--- config.mk ---
export PLATFORM = sky130hd
export DESIGN_NAME = wildcard_name_matcher
export DESIGN_NICKNAME = d
export VERILOG_FILES = /design/src/hw/rtl/wnm_pkg.sv /design/src/hw/rtl/wildcard_name_matcher.sv /design/src/hw/rtl/wnm_ctrl.sv /design/src/hw/rtl/wnm_dp.sv
export SDC_FILE = /design/constraint.sdc
export NUM_CORES = 1
export LEC_CHECK = 0
export BUFFER_PORTS_ARGS = -buffer_cell sky130_fd_sc_hd__buf_2
export CAP_MARGIN = 40
export CORE_MARGIN = 1.5
export CORE_UTILIZATION = 57
export DETAILED_ROUTE_END_ITERATION = 10
export HOLD_SLACK_MARGIN = 0.08
export PLACE_DENSITY = 0.81
export SYNTH_ARGS = -nofsm -noshare
export SYNTH_HDL_FRONTEND = slang
export SYNTH_SLANG_ARGS = --single-unit
--- constraint.sdc ---
create_clock -name clk -period 3.7 [get_ports clk]
set_clock_uncertainty 0.15 [all_clocks]
set_input_delay 0.74 -clock clk [delete_from_list [all_inputs] [get_ports clk]]
set_output_delay 0.74 -clock clk [all_outputs]
set_load 0.005 [all_outputs]
--- src/hw/rtl/wnm_pkg.sv ---
`default_nettype none
// ----------------------------------------------------------------------------
// wnm_pkg
// shared types and constants for the wildcard name matcher
// ----------------------------------------------------------------------------
package wnm_pkg;

    localparam int MAX_LEN_DEF = 32;

    localparam logic [7:0] ANY_ONE = 8'h3F;
    localparam logic [7:0] ANY_RUN = 8'h2A;

    typedef enum logic [2:0] {
        S_IDLE,
        S_INIT,
        S_SCAN,
        S_SCAN_EV,
        S_TAIL,
        S_TAIL_EV,
        S_DONE
    } state_t;

    typedef struct packed {
        logic load;
        logic init;
        logic fetch;
        logic scan_step;
        logic tail_step;
        logic res_set;
        logic res_match;
        logic res_ovf;
        logic out_load;
    } cmd_t;

    typedef struct packed {
        logic ovf;
        logic n_done;
        logic p_done;
        logic scan_fail;
        logic tail_star;
        logic out_free;
    } status_t;

endpackage
`default_nettype wire

--- src/hw/rtl/wildcard_name_matcher.sv ---
`default_nettype none
// ----------------------------------------------------------------------------
// wildcard_name_matcher
// glob match of streamed names against a stored pattern with '?' and '*'
// ----------------------------------------------------------------------------
// requests: pattern and name characters are taken one request per cycle while
//   the sequencer is idle; item_stall holds them while a match is in progress.
//   A name's result follows its last request after S scan and T tail store
//   reads (up to about plen*nlen), each a registered store read and then an
//   evaluation step; an overflow result skips the match walk
// reset: lengths and overflow flags cleared, both strings closed, no result
// ----------------------------------------------------------------------------
module wildcard_name_matcher
    import wnm_pkg::*;
#(
    parameter int MAX_LEN = MAX_LEN_DEF
)
(
    input  wire logic       clk,
    input  wire logic       rst_n,
    input  wire logic       item_valid,
    output logic            item_stall,
    input  wire logic       mode,
    input  wire logic [7:0] character,
    input  wire logic       has_char,
    input  wire logic       last,
    output logic            result_valid,
    input  wire logic       result_stall,
    output logic            matched,
    output logic            overflow
);

    cmd_t    cmd;
    status_t status;

    wnm_ctrl u_ctrl (
        .clk        (clk),
        .rst_n      (rst_n),
        .item_valid (item_valid),
        .mode       (mode),
        .last       (last),
        .item_stall (item_stall),
        .status     (status),
        .cmd        (cmd)
    );

    wnm_dp #(
        .MAX_LEN (MAX_LEN)
    ) u_dp (
        .clk          (clk),
        .rst_n        (rst_n),
        .cmd          (cmd),
        .status       (status),
        .mode         (mode),
        .character    (character),
        .has_char     (has_char),
        .last         (last),
        .result_valid (result_valid),
        .result_stall (result_stall),
        .matched      (matched),
        .overflow     (overflow)
    );

endmodule
`default_nettype wire

--- src/hw/rtl/wnm_ctrl.sv ---
`default_nettype none
// ----------------------------------------------------------------------------
// wnm_ctrl
// sequencer for request intake and the star-backtracking match walk
// ----------------------------------------------------------------------------
module wnm_ctrl
    import wnm_pkg::*;
(
    input  wire logic    clk,
    input  wire logic    rst_n,
    input  wire logic    item_valid,
    input  wire logic    mode,
    input  wire logic    last,
    output logic         item_stall,
    input  wire status_t status,
    output cmd_t         cmd
);

    state_t state_reg;
    state_t state_next;

    always_ff @(posedge clk or negedge rst_n)
    begin
        if (!rst_n)
        begin
            state_reg <= S_IDLE;
        end
        else
        begin
            state_reg <= state_next;
        end
    end

    always_comb
    begin
        state_next = state_reg;
        cmd        = '0;
        item_stall = 1'b1;
        case (state_reg)
            S_IDLE:
            begin
                item_stall = 1'b0;
                if (item_valid)
                begin
                    cmd.load = 1'b1;
                    if (mode && last)
                    begin
                        state_next = S_INIT;
                    end
                end
            end
            S_INIT:
            begin
                cmd.init = 1'b1;
                if (status.ovf)
                begin
                    cmd.res_set = 1'b1;
                    cmd.res_ovf = 1'b1;
                    state_next  = S_DONE;
                end
                else
                begin
                    state_next = S_SCAN;
                end
            end
            S_SCAN:
            begin
                if (status.n_done)
                begin
                    state_next = S_TAIL;
                end
                else
                begin
                    cmd.fetch  = 1'b1;
                    state_next = S_SCAN_EV;
                end
            end
            S_SCAN_EV:
            begin
                if (status.scan_fail)
                begin
                    cmd.res_set = 1'b1;
                    state_next  = S_DONE;
                end
                else
                begin
                    cmd.scan_step = 1'b1;
                    state_next    = S_SCAN;
                end
            end
            S_TAIL:
            begin
                if (status.p_done)
                begin
                    cmd.res_set   = 1'b1;
                    cmd.res_match = 1'b1;
                    state_next    = S_DONE;
                end
                else
                begin
                    cmd.fetch  = 1'b1;
                    state_next = S_TAIL_EV;
                end
            end
            S_TAIL_EV:
            begin
                if (status.tail_star)
                begin
                    cmd.tail_step = 1'b1;
                    state_next    = S_TAIL;
                end
                else
                begin
                    cmd.res_set = 1'b1;
                    state_next  = S_DONE;
                end
            end
            S_DONE:
            begin
                if (status.out_free)
                begin
                    cmd.out_load = 1'b1;
                    state_next   = S_IDLE;
                end
            end
            default:
            begin
                state_next = S_IDLE;
            end
        endcase
    end

endmodule
`default_nettype wire

--- src/hw/rtl/wnm_dp.sv ---
`default_nettype none
// ----------------------------------------------------------------------------
// wnm_dp
// pattern and name stores, match pointers and result register
// ----------------------------------------------------------------------------
module wnm_dp
    import wnm_pkg::*;
#(
    parameter int MAX_LEN = MAX_LEN_DEF
)
(
    input  wire logic       clk,
    input  wire logic       rst_n,
    input  wire cmd_t       cmd,
    output status_t         status,
    input  wire logic       mode,
    input  wire logic [7:0] character,
    input  wire logic       has_char,
    input  wire logic       last,
    output logic            result_valid,
    input  wire logic       result_stall,
    output logic            matched,
    output logic            overflow
);

    localparam int LEN_W = $clog2(MAX_LEN + 1);
    localparam int IDX_W = (MAX_LEN > 1) ? $clog2(MAX_LEN) : 1;
    localparam logic [LEN_W-1:0] LEN_MAX = LEN_W'(MAX_LEN);

    logic [7:0] pmem [MAX_LEN];
    logic [7:0] nmem [MAX_LEN];

    logic [LEN_W-1:0] plen_reg, plen_next;
    logic [LEN_W-1:0] nlen_reg, nlen_next;
    logic             povf_reg, povf_next;
    logic             novf_reg, novf_next;
    logic             pclosed_reg, pclosed_next;
    logic             nclosed_reg, nclosed_next;

    logic [LEN_W-1:0] p_reg, p_next;
    logic [LEN_W-1:0] n_reg, n_next;
    logic [LEN_W-1:0] star_reg, star_next;
    logic [LEN_W-1:0] resume_reg, resume_next;
    logic             have_star_reg, have_star_next;

    logic [7:0] pc_reg;
    logic [7:0] nc_reg;

    logic res_match_reg;
    logic res_ovf_reg;
    logic result_valid_reg;
    logic matched_reg;
    logic overflow_reg;

    logic [LEN_W-1:0] p_eff_len;
    logic [LEN_W-1:0] n_eff_len;
    logic             p_wr;
    logic             n_wr;
    logic             p_lt;
    logic             hit_one;
    logic             hit_run;

    // request intake
    always_comb
    begin
        p_eff_len    = pclosed_reg ? '0 : plen_reg;
        n_eff_len    = nclosed_reg ? '0 : nlen_reg;
        plen_next    = plen_reg;
        nlen_next    = nlen_reg;
        povf_next    = povf_reg;
        novf_next    = novf_reg;
        pclosed_next = pclosed_reg;
        nclosed_next = nclosed_reg;
        p_wr         = 1'b0;
        n_wr         = 1'b0;
        if (cmd.load)
        begin
            if (!mode)
            begin
                plen_next    = p_eff_len;
                povf_next    = pclosed_reg ? 1'b0 : povf_reg;
                pclosed_next = last;
                if (has_char)
                begin
                    if (p_eff_len < LEN_MAX)
                    begin
                        p_wr      = 1'b1;
                        plen_next = p_eff_len + 1'b1;
                    end
                    else
                    begin
                        povf_next = 1'b1;
                    end
                end
            end
            else
            begin
                nlen_next    = n_eff_len;
                novf_next    = nclosed_reg ? 1'b0 : novf_reg;
                nclosed_next = last;
                if (has_char)
                begin
                    if (n_eff_len < LEN_MAX)
                    begin
                        n_wr      = 1'b1;
                        nlen_next = n_eff_len + 1'b1;
                    end
                    else
                    begin
                        novf_next = 1'b1;
                    end
                end
            end
        end
    end

    always_ff @(posedge clk)
    begin
        if (p_wr)
        begin
            pmem[p_eff_len[IDX_W-1:0]] <= character;
        end
        if (n_wr)
        begin
            nmem[n_eff_len[IDX_W-1:0]] <= character;
        end
        if (cmd.fetch)
        begin
            pc_reg <= pmem[p_reg[IDX_W-1:0]];
            nc_reg <= nmem[n_reg[IDX_W-1:0]];
        end
    end

    // match walk
    assign p_lt    = p_reg < plen_reg;
    assign hit_one = p_lt && ((pc_reg == ANY_ONE) || (pc_reg == nc_reg));
    assign hit_run = p_lt && (pc_reg == ANY_RUN);

    always_comb
    begin
        p_next         = p_reg;
        n_next         = n_reg;
        star_next      = star_reg;
        resume_next    = resume_reg;
        have_star_next = have_star_reg;
        if (cmd.init)
        begin
            p_next         = '0;
            n_next         = '0;
            have_star_next = 1'b0;
        end
        else if (cmd.scan_step)
        begin
            if (hit_one)
            begin
                p_next = p_reg + 1'b1;
                n_next = n_reg + 1'b1;
            end
            else if (hit_run)
            begin
                have_star_next = 1'b1;
                star_next      = p_reg;
                resume_next    = n_reg;
                p_next         = p_reg + 1'b1;
            end
            else
            begin
                p_next      = star_reg + 1'b1;
                resume_next = resume_reg + 1'b1;
                n_next      = resume_reg + 1'b1;
            end
        end
        else if (cmd.tail_step)
        begin
            p_next = p_reg + 1'b1;
        end
    end

    always_ff @(posedge clk or negedge rst_n)
    begin
        if (!rst_n)
        begin
            plen_reg         <= '0;
            nlen_reg         <= '0;
            povf_reg         <= 1'b0;
            novf_reg         <= 1'b0;
            pclosed_reg      <= 1'b1;
            nclosed_reg      <= 1'b1;
            p_reg            <= '0;
            n_reg            <= '0;
            star_reg         <= '0;
            resume_reg       <= '0;
            have_star_reg    <= 1'b0;
            result_valid_reg <= 1'b0;
        end
        else
        begin
            plen_reg      <= plen_next;
            nlen_reg      <= nlen_next;
            povf_reg      <= povf_next;
            novf_reg      <= novf_next;
            pclosed_reg   <= pclosed_next;
            nclosed_reg   <= nclosed_next;
            p_reg         <= p_next;
            n_reg         <= n_next;
            star_reg      <= star_next;
            resume_reg    <= resume_next;
            have_star_reg <= have_star_next;
            if (cmd.out_load)
            begin
                result_valid_reg <= 1'b1;
            end
            else if (!result_stall)
            begin
                result_valid_reg <= 1'b0;
            end
        end
    end

    // result
    always_ff @(posedge clk)
    begin
        if (cmd.res_set)
        begin
            res_match_reg <= cmd.res_match;
            res_ovf_reg   <= cmd.res_ovf;
        end
        if (cmd.out_load)
        begin
            matched_reg  <= res_match_reg;
            overflow_reg <= res_ovf_reg;
        end
    end

    assign status.ovf       = povf_reg || novf_reg;
    assign status.n_done    = n_reg >= nlen_reg;
    assign status.p_done    = !p_lt;
    assign status.scan_fail = !hit_one && !hit_run && !have_star_reg;
    assign status.tail_star = pc_reg == ANY_RUN;
    assign status.out_free  = !result_valid_reg || !result_stall;

    assign result_valid = result_valid_reg;
    assign matched      = matched_reg;
    assign overflow     = overflow_reg;

endmodule
`default_nettype wire

Word-level counts from Yosys, hierarchy flattened
Memory sizes are Yosys's and may differ from the RTL's. A register that Yosys moved wholly into a read port is not among the register bits.
Cells that the tools add are included.
Word-level totals
  flip-flop bits (word level): 49
  bits in writable memories: 512
  output and inout bits: 4
  memories: 2
Memory list
  u_dp.nmem: depth 32, width 8, read ports 1, clocked after memory_dff 1, wr ports 1, RTL line wnm_dp.sv:31  | logic [7:0] nmem [MAX_LEN];
  u_dp.pmem: depth 32, width 8, read ports 1, clocked after memory_dff 1, wr ports 1, RTL line wnm_dp.sv:30  | logic [7:0] pmem [MAX_LEN];
Operators by class
  add/sub/neg operators: 6
  order comparisons: 4
  equal/unequal tests: 14
  muxes and demuxes: 66
  bitwise operators: 3
  reduce and logical (&&, ||, !) cells: 23
Operator list (count)
  2-to-1 mux 6 bit: 15
  2-to-1 mux 1 bit: 39
  adder 6 x 1 -> 6 bit (second input constant): 6
  one-hot mux 3 bit (7 select lines): 1
  2-to-1 mux 3 bit: 6
  equality test 8 x 6 -> 1 bit (second input constant): 2
  < comparator 6 bit (second input constant): 2
  equality test 3 bit (second input constant): 3
  AND reduction 3 bit: 3
  equality test 8 bit: 1
  equality test 3 x 2 -> 1 bit (second input constant): 2
  greater-or-equal comparator 6 bit: 1
  < comparator 6 bit: 1
  2-to-1 mux 2 bit: 3
  inequality test 2 bit (second input constant): 3
  logical AND 1 bit: 5
  logical NOT 1 bit: 5
  inequality test 2 x 1 -> 1 bit (second input constant): 2
  one-hot mux 1 bit (4 select lines): 1
  AND reduction 2 bit: 2
  AND reduction 4 bit: 1
  nonzero test 2 bit: 2
  equality test 3 x 1 -> 1 bit (second input constant): 1
  logical NOT 3 bit: 1
  4 further kinds: 8

Longest topological paths before layout
  word-level depth: 10
  mapped depth: 11
  gate-level depth less buffers: 8

Hierarchy
From an unflattened synthesis, not the netlist that was laid out.
Unflattened totals
  cell total of the unflattened synthesis: 1288
  area total of the unflattened synthesis: 23551.3 um^2
Modules (own cells, without submodules)
  wnm_dp: times used 1, cells each 1254, area an instance 23256.1 um^2
  wnm_ctrl: times used 1, cells each 34, area an instance 295.3 um^2

Least setup slack after synthesis
OpenSTA, ideal clock, no wires.
  path kind: register to register
  start: register u_dp.n_reg[0]
  end: register u_dp.nc_reg[0], read port of u_dp.nmem (enable)
  data arrival time: 3.327 ns
  slack: -0.188 ns
  cell stages (with the launch flop): 12
  path buffers: 3
  period minus slack after synthesis: 3.888 ns
  cell sequence: dfrtp_1 clkbuf_1 buf_4 buf_4 inv_1 ha_1 nand2b_1 a21o_1 a21o_1 a211o_1 and2_1 o21ai_0
RTL lines
  start, declared: RTL line wnm_dp.sv:41  | logic [LEN_W-1:0] n_reg, n_next;
  start signal, assigned: RTL line wnm_dp.sv:205  | n_reg <= n_next;
  end, declared: RTL line wnm_dp.sv:47  | logic [7:0] nc_reg;

Worst setup path after layout
  start: register u_ctrl.state_reg[2]
  end: memory u_dp.nmem[10][1] (enable)
On the way
  cells in the longest elaborated chain, start to end: 5
Ends and longest elaborated chain
  start, declared: RTL line wnm_ctrl.sv:19  | state_t state_reg;
  start signal, assigned: RTL line wnm_ctrl.sv:30  | state_reg <= state_next;
  logical NOT 3 bit: RTL line wnm_ctrl.sv:39  | case (state_reg)
  2-to-1 mux 1 bit: RTL line wnm_ctrl.sv:39
  2-to-1 mux 1 bit: RTL line wnm_dp.sv:76  | if (cmd.load)
  2-to-1 mux 1 bit: RTL line wnm_dp.sv:123  | if (n_wr)
  2-to-1 mux 1 bit (implied by the code): RTL line wnm_dp.sv:125  | nmem[n_eff_len[IDX_W-1:0]] <= character;
  end, declared: RTL line wnm_dp.sv:31
No other way between the ends.

==> reports/results.txt <==
The tools report the launch point of the critical path as u_ctrl.state_reg[2]$_DFFE_PN0P_. Setup repair after global routing left no endpoint under its margin. Dividing total power by cell area gives a power density of 611 nW/um2. The combinational fraction of design power was 17.6%. The post-CTS repair timing setup buffer count came out at 0.

Of the available clock period, the critical path in the final layout requires 90.1%. The clock network accounts for 34.6% of the total power. The violation count after the first detailed-route iteration was 1,899; the placeable core region was 40,700 um2.

Clock sink count: 577. For this configuration, the core starts out at a cell density of 57.8%. The maximum fanout encountered on the critical timing path was 11. The run gives 12.3k as the number of global-route vias before repair. Row generation in the floorplan step produced 74 rows. The worst min-delay path category is in -> reg. The quantity of I/O buffers inserted on ports came out at 18. The longest clock path from root to sink contains 3 buffers. The most common cell in the synthesized netlist is edfxtp_1.

Measured along the x axis, the die boundary spans 206 um. After routing the design area is 26,400 um2. The max-capacitance violation count was 0. After detailed routing, the number of remaining DRC violations is 0. The worst hold path begins at result_stall. Per report_power, the sequential group accounts for 47.7% of the total. The congestion estimate from routability-driven global placement came to 0.888. The number of hold-repair buffers added at the cts stage is 1, and the overall power consumption is 16.1 mW. Dividing the synthesized area by the synthesized cell count gives 19.3 um2. Setup violations remaining at the end of the flow were counted as 0. The cell at the root of the clock tree is clkbuf_16. Number of antenna violations at the first check in global routing: 1. The commonest cells after synthesis are 532 x edfxtp_1, 160 x mux4_2, 88 x nor2_1. For the worst setup path, the data arrival time is 3.38 ns.

After clock tree synthesis, the clock-pin slew on the worst setup and hold paths is 0.06 ns. The total overflow reported by the global router came out at 0. The worst setup path is captured at a flip-flop. The synthesized netlist occupies a cell area of 23,500 um2.

The die covers 42,500 um2. For the internal power component, the log shows 11.9 mW. From bottom edge to top edge, the die measures 206 um. The logs give 59 for the unique cell type count in the Yosys netlist and 19 for the I/O pin count.

The post-route netlist has 26.7% of its cells at a drive strength greater than 1. STA classifies the critical path startpoint as a flip-flop. The largest total area in the synthesized netlist belongs to edfxtp_1. The tools report the number of H-tree branching levels as 2. The logs give 3.74 ns for the required time at the endpoint of the critical path and 0.474 mV for the peak supply drop. The routed layout has 12.5k vias.

The final routed wire length divided by cell count came out at 28.3 um. Summed over all cells, the static leakage comes to 8.52 nW. After detailed routing, the number of vias per cell comes to 6.62.

Counting the buffers created by CTS gives 54. TritonCTS built the clock tree. Counting every net in the synthesized netlist gives 1,254.

The run gives 1,344 as the final net count. Final number of hold-violating endpoints: 0. In this run, synthesis produced a sequential element count of 577.

The count of nets left with antenna violations once routing finished came out at 0. The worst path needs 3.33 ns of the cycle, external delays included. In the post-synthesis netlist, the biggest area contributors are edfxtp_1 68%, mux4_2 15%, dfrtp_1 4.6%. The share of flip-flops with an asynchronous set or reset after synthesis is 7.80%, and the detailed-route wire length is 53,300 um. The run gives 24,600 um2 as the total cell area at the placement stage.

Measured on the finished design, the core utilization comes to 64.8%. The net load switching power is 4.20 mW. The type of the worst setup path was reg -> reg. The proportion of total power due to net switching is 26.0%, and the aggregate global-route resource usage is 25.7%.

For the global-route wire length before repair, the log shows 79,500 um. The flow ran to the end, and the final reports show no timing, DRC or antenna violations. Commonest register cell after synthesis: edfxtp_1. Measured against its own limit, the worst slew margin works out to 36.3%.

The logs give 0 for the antenna diode count and 31,900 um for the detailed placement HPWL. In the final timing run, aggregate negative setup slack is 0 ns. The startpoint identified for the worst register-to-register timing path is u_ctrl.state_reg[2]$_DFFE_PN0P_. The max-slew violation count is 0, and the synthesis-to-layout area growth is 12.2%.

The later pin in the worst-skew pair is clocked with a latency of 0.59 ns. The total iterations of the first detailed-routing run was 5. After technology mapping, the gate count stands at 1,216.

The number of enable flip-flop cells after synthesis was 532. The tools report the count of synthesis-stage warnings from yosys as 0. The logs give 0 for the post-CTS resize count and 72.7% for the portion of the post-synthesis area used by sequential elements. Of the post-synthesis cell area, the dominant cell type holds 67.9%. Timing would allow up to 0.300 GHz. The largest net degree at the start of global routing was 69; the actual transition at the worst max-transition pin was 0.956 ns.
-- worst paths after layout --
| kind | cells past startpoint | end | slack, ns |
|---|---|---|---|
| worst max-delay path | 5 | u_dp.nmem[10][1]$_DFFE_PP_ | 0.37 |
| worst min-delay path | 3 | u_dp.result_valid$_DFFE_PN0P_ | 0.26 |
| worst max register to register | 5 | u_dp.nmem[10][1]$_DFFE_PP_ | 0.37 |
| worst min register to register | 0 | u_dp.matched$_DFFE_PP_ | 0.27 |
| max in group asynchronous | 3 | u_dp.nclosed_reg$_DFFE_PN1P_ | 2.29 |
| min in group asynchronous | 2 | u_dp.result_valid$_DFFE_PN0P_ | 0.50 |
-- area by class of cell --
class,count,area (um2)
timing repair buffer,90,696
clock buffer,67,1420
clock inverter,32,342
fill,2537,14300
sequential,577,17100
inverter,28,105
tap,532,666
multi-input combinational,555,6060
-- layer usage --
| metal | global-route usage (%) | vias to the layer above | wire length [um] |
|---|---|---|---|
| li1 | - | 5121 | - |
| met2 | 40.5 | 770 | 25800 |
| met3 | 3.83 | 108 | 4910 |
| met5 | 0 | - | 12 |
| met4 | 7.74 | 2 | 1510 |
| met1 | 37.8 | 6460 | 21000 |
-- cell usage in the layout (no fill, tap or decap), types with 13 or more instances in the layout --
cell	count
edfxtp_1	532
mux4_2	160
nor2_1	88
buf_4	66
nand2_1	60
clkbuf_16	55
dfrtp_1	39
inv_1	27
nand3_1	27
ha_1	23
a21oi_1	22
o21ai_0	22
buf_2	18
xnor2_1	13
-- metrics by stage --
stage / instances / setup slack [ns] / hold slack, ns
global placement: 1779 / 0.453 / 0.251
CTS: 1881 / 0.423 / 0.241
detailed placement: 1781 / 0.323 / 0.256
floorplan: 1216 / 0.247 / 0.250
finish: 1881 / 0.366 / 0.256
global route: 1881 / 0.193 / 0.270
-- cell families (layout without fill, tap and decap cells) --
kind of cell             count (synthesis)  in the layout  synth area share, %
adder cells (fa/ha/maj)                 23             23                 1.22
XOR/XNOR                                18             18                0.670
buffers and inverters                   84            217                 1.54
AND/OR/NAND/NOR                        221            221                 4.33
AO/OA/AOI/OAI                          112            112                 3.26
multiplexers                           181            181                 16.3
flip-flops                             577            577                 72.7
-- power by group through the flow --
stage          logic (mW)  registers [mW]  clock network, mW
5_1_grt              3.03            7.74               5.85
3_5_place_dp         2.78            7.83                  0
3_3_place_gp         2.72            7.82                  0
6_report             2.85            7.71               5.59
4_1_cts              2.84            7.70               5.62
2_1_floorplan        2.16            7.64                  0
-- critical path, cell delays in order (launching register included) --
cell and delay, ns:
dfrtp_1 0.49, nor3_1 0.42, nand3_1 0.37, nor3_1 0.49
nand3_1 0.30, nor2_1 0.71
No activity file was read; power rests on OpenSTA's default activity.
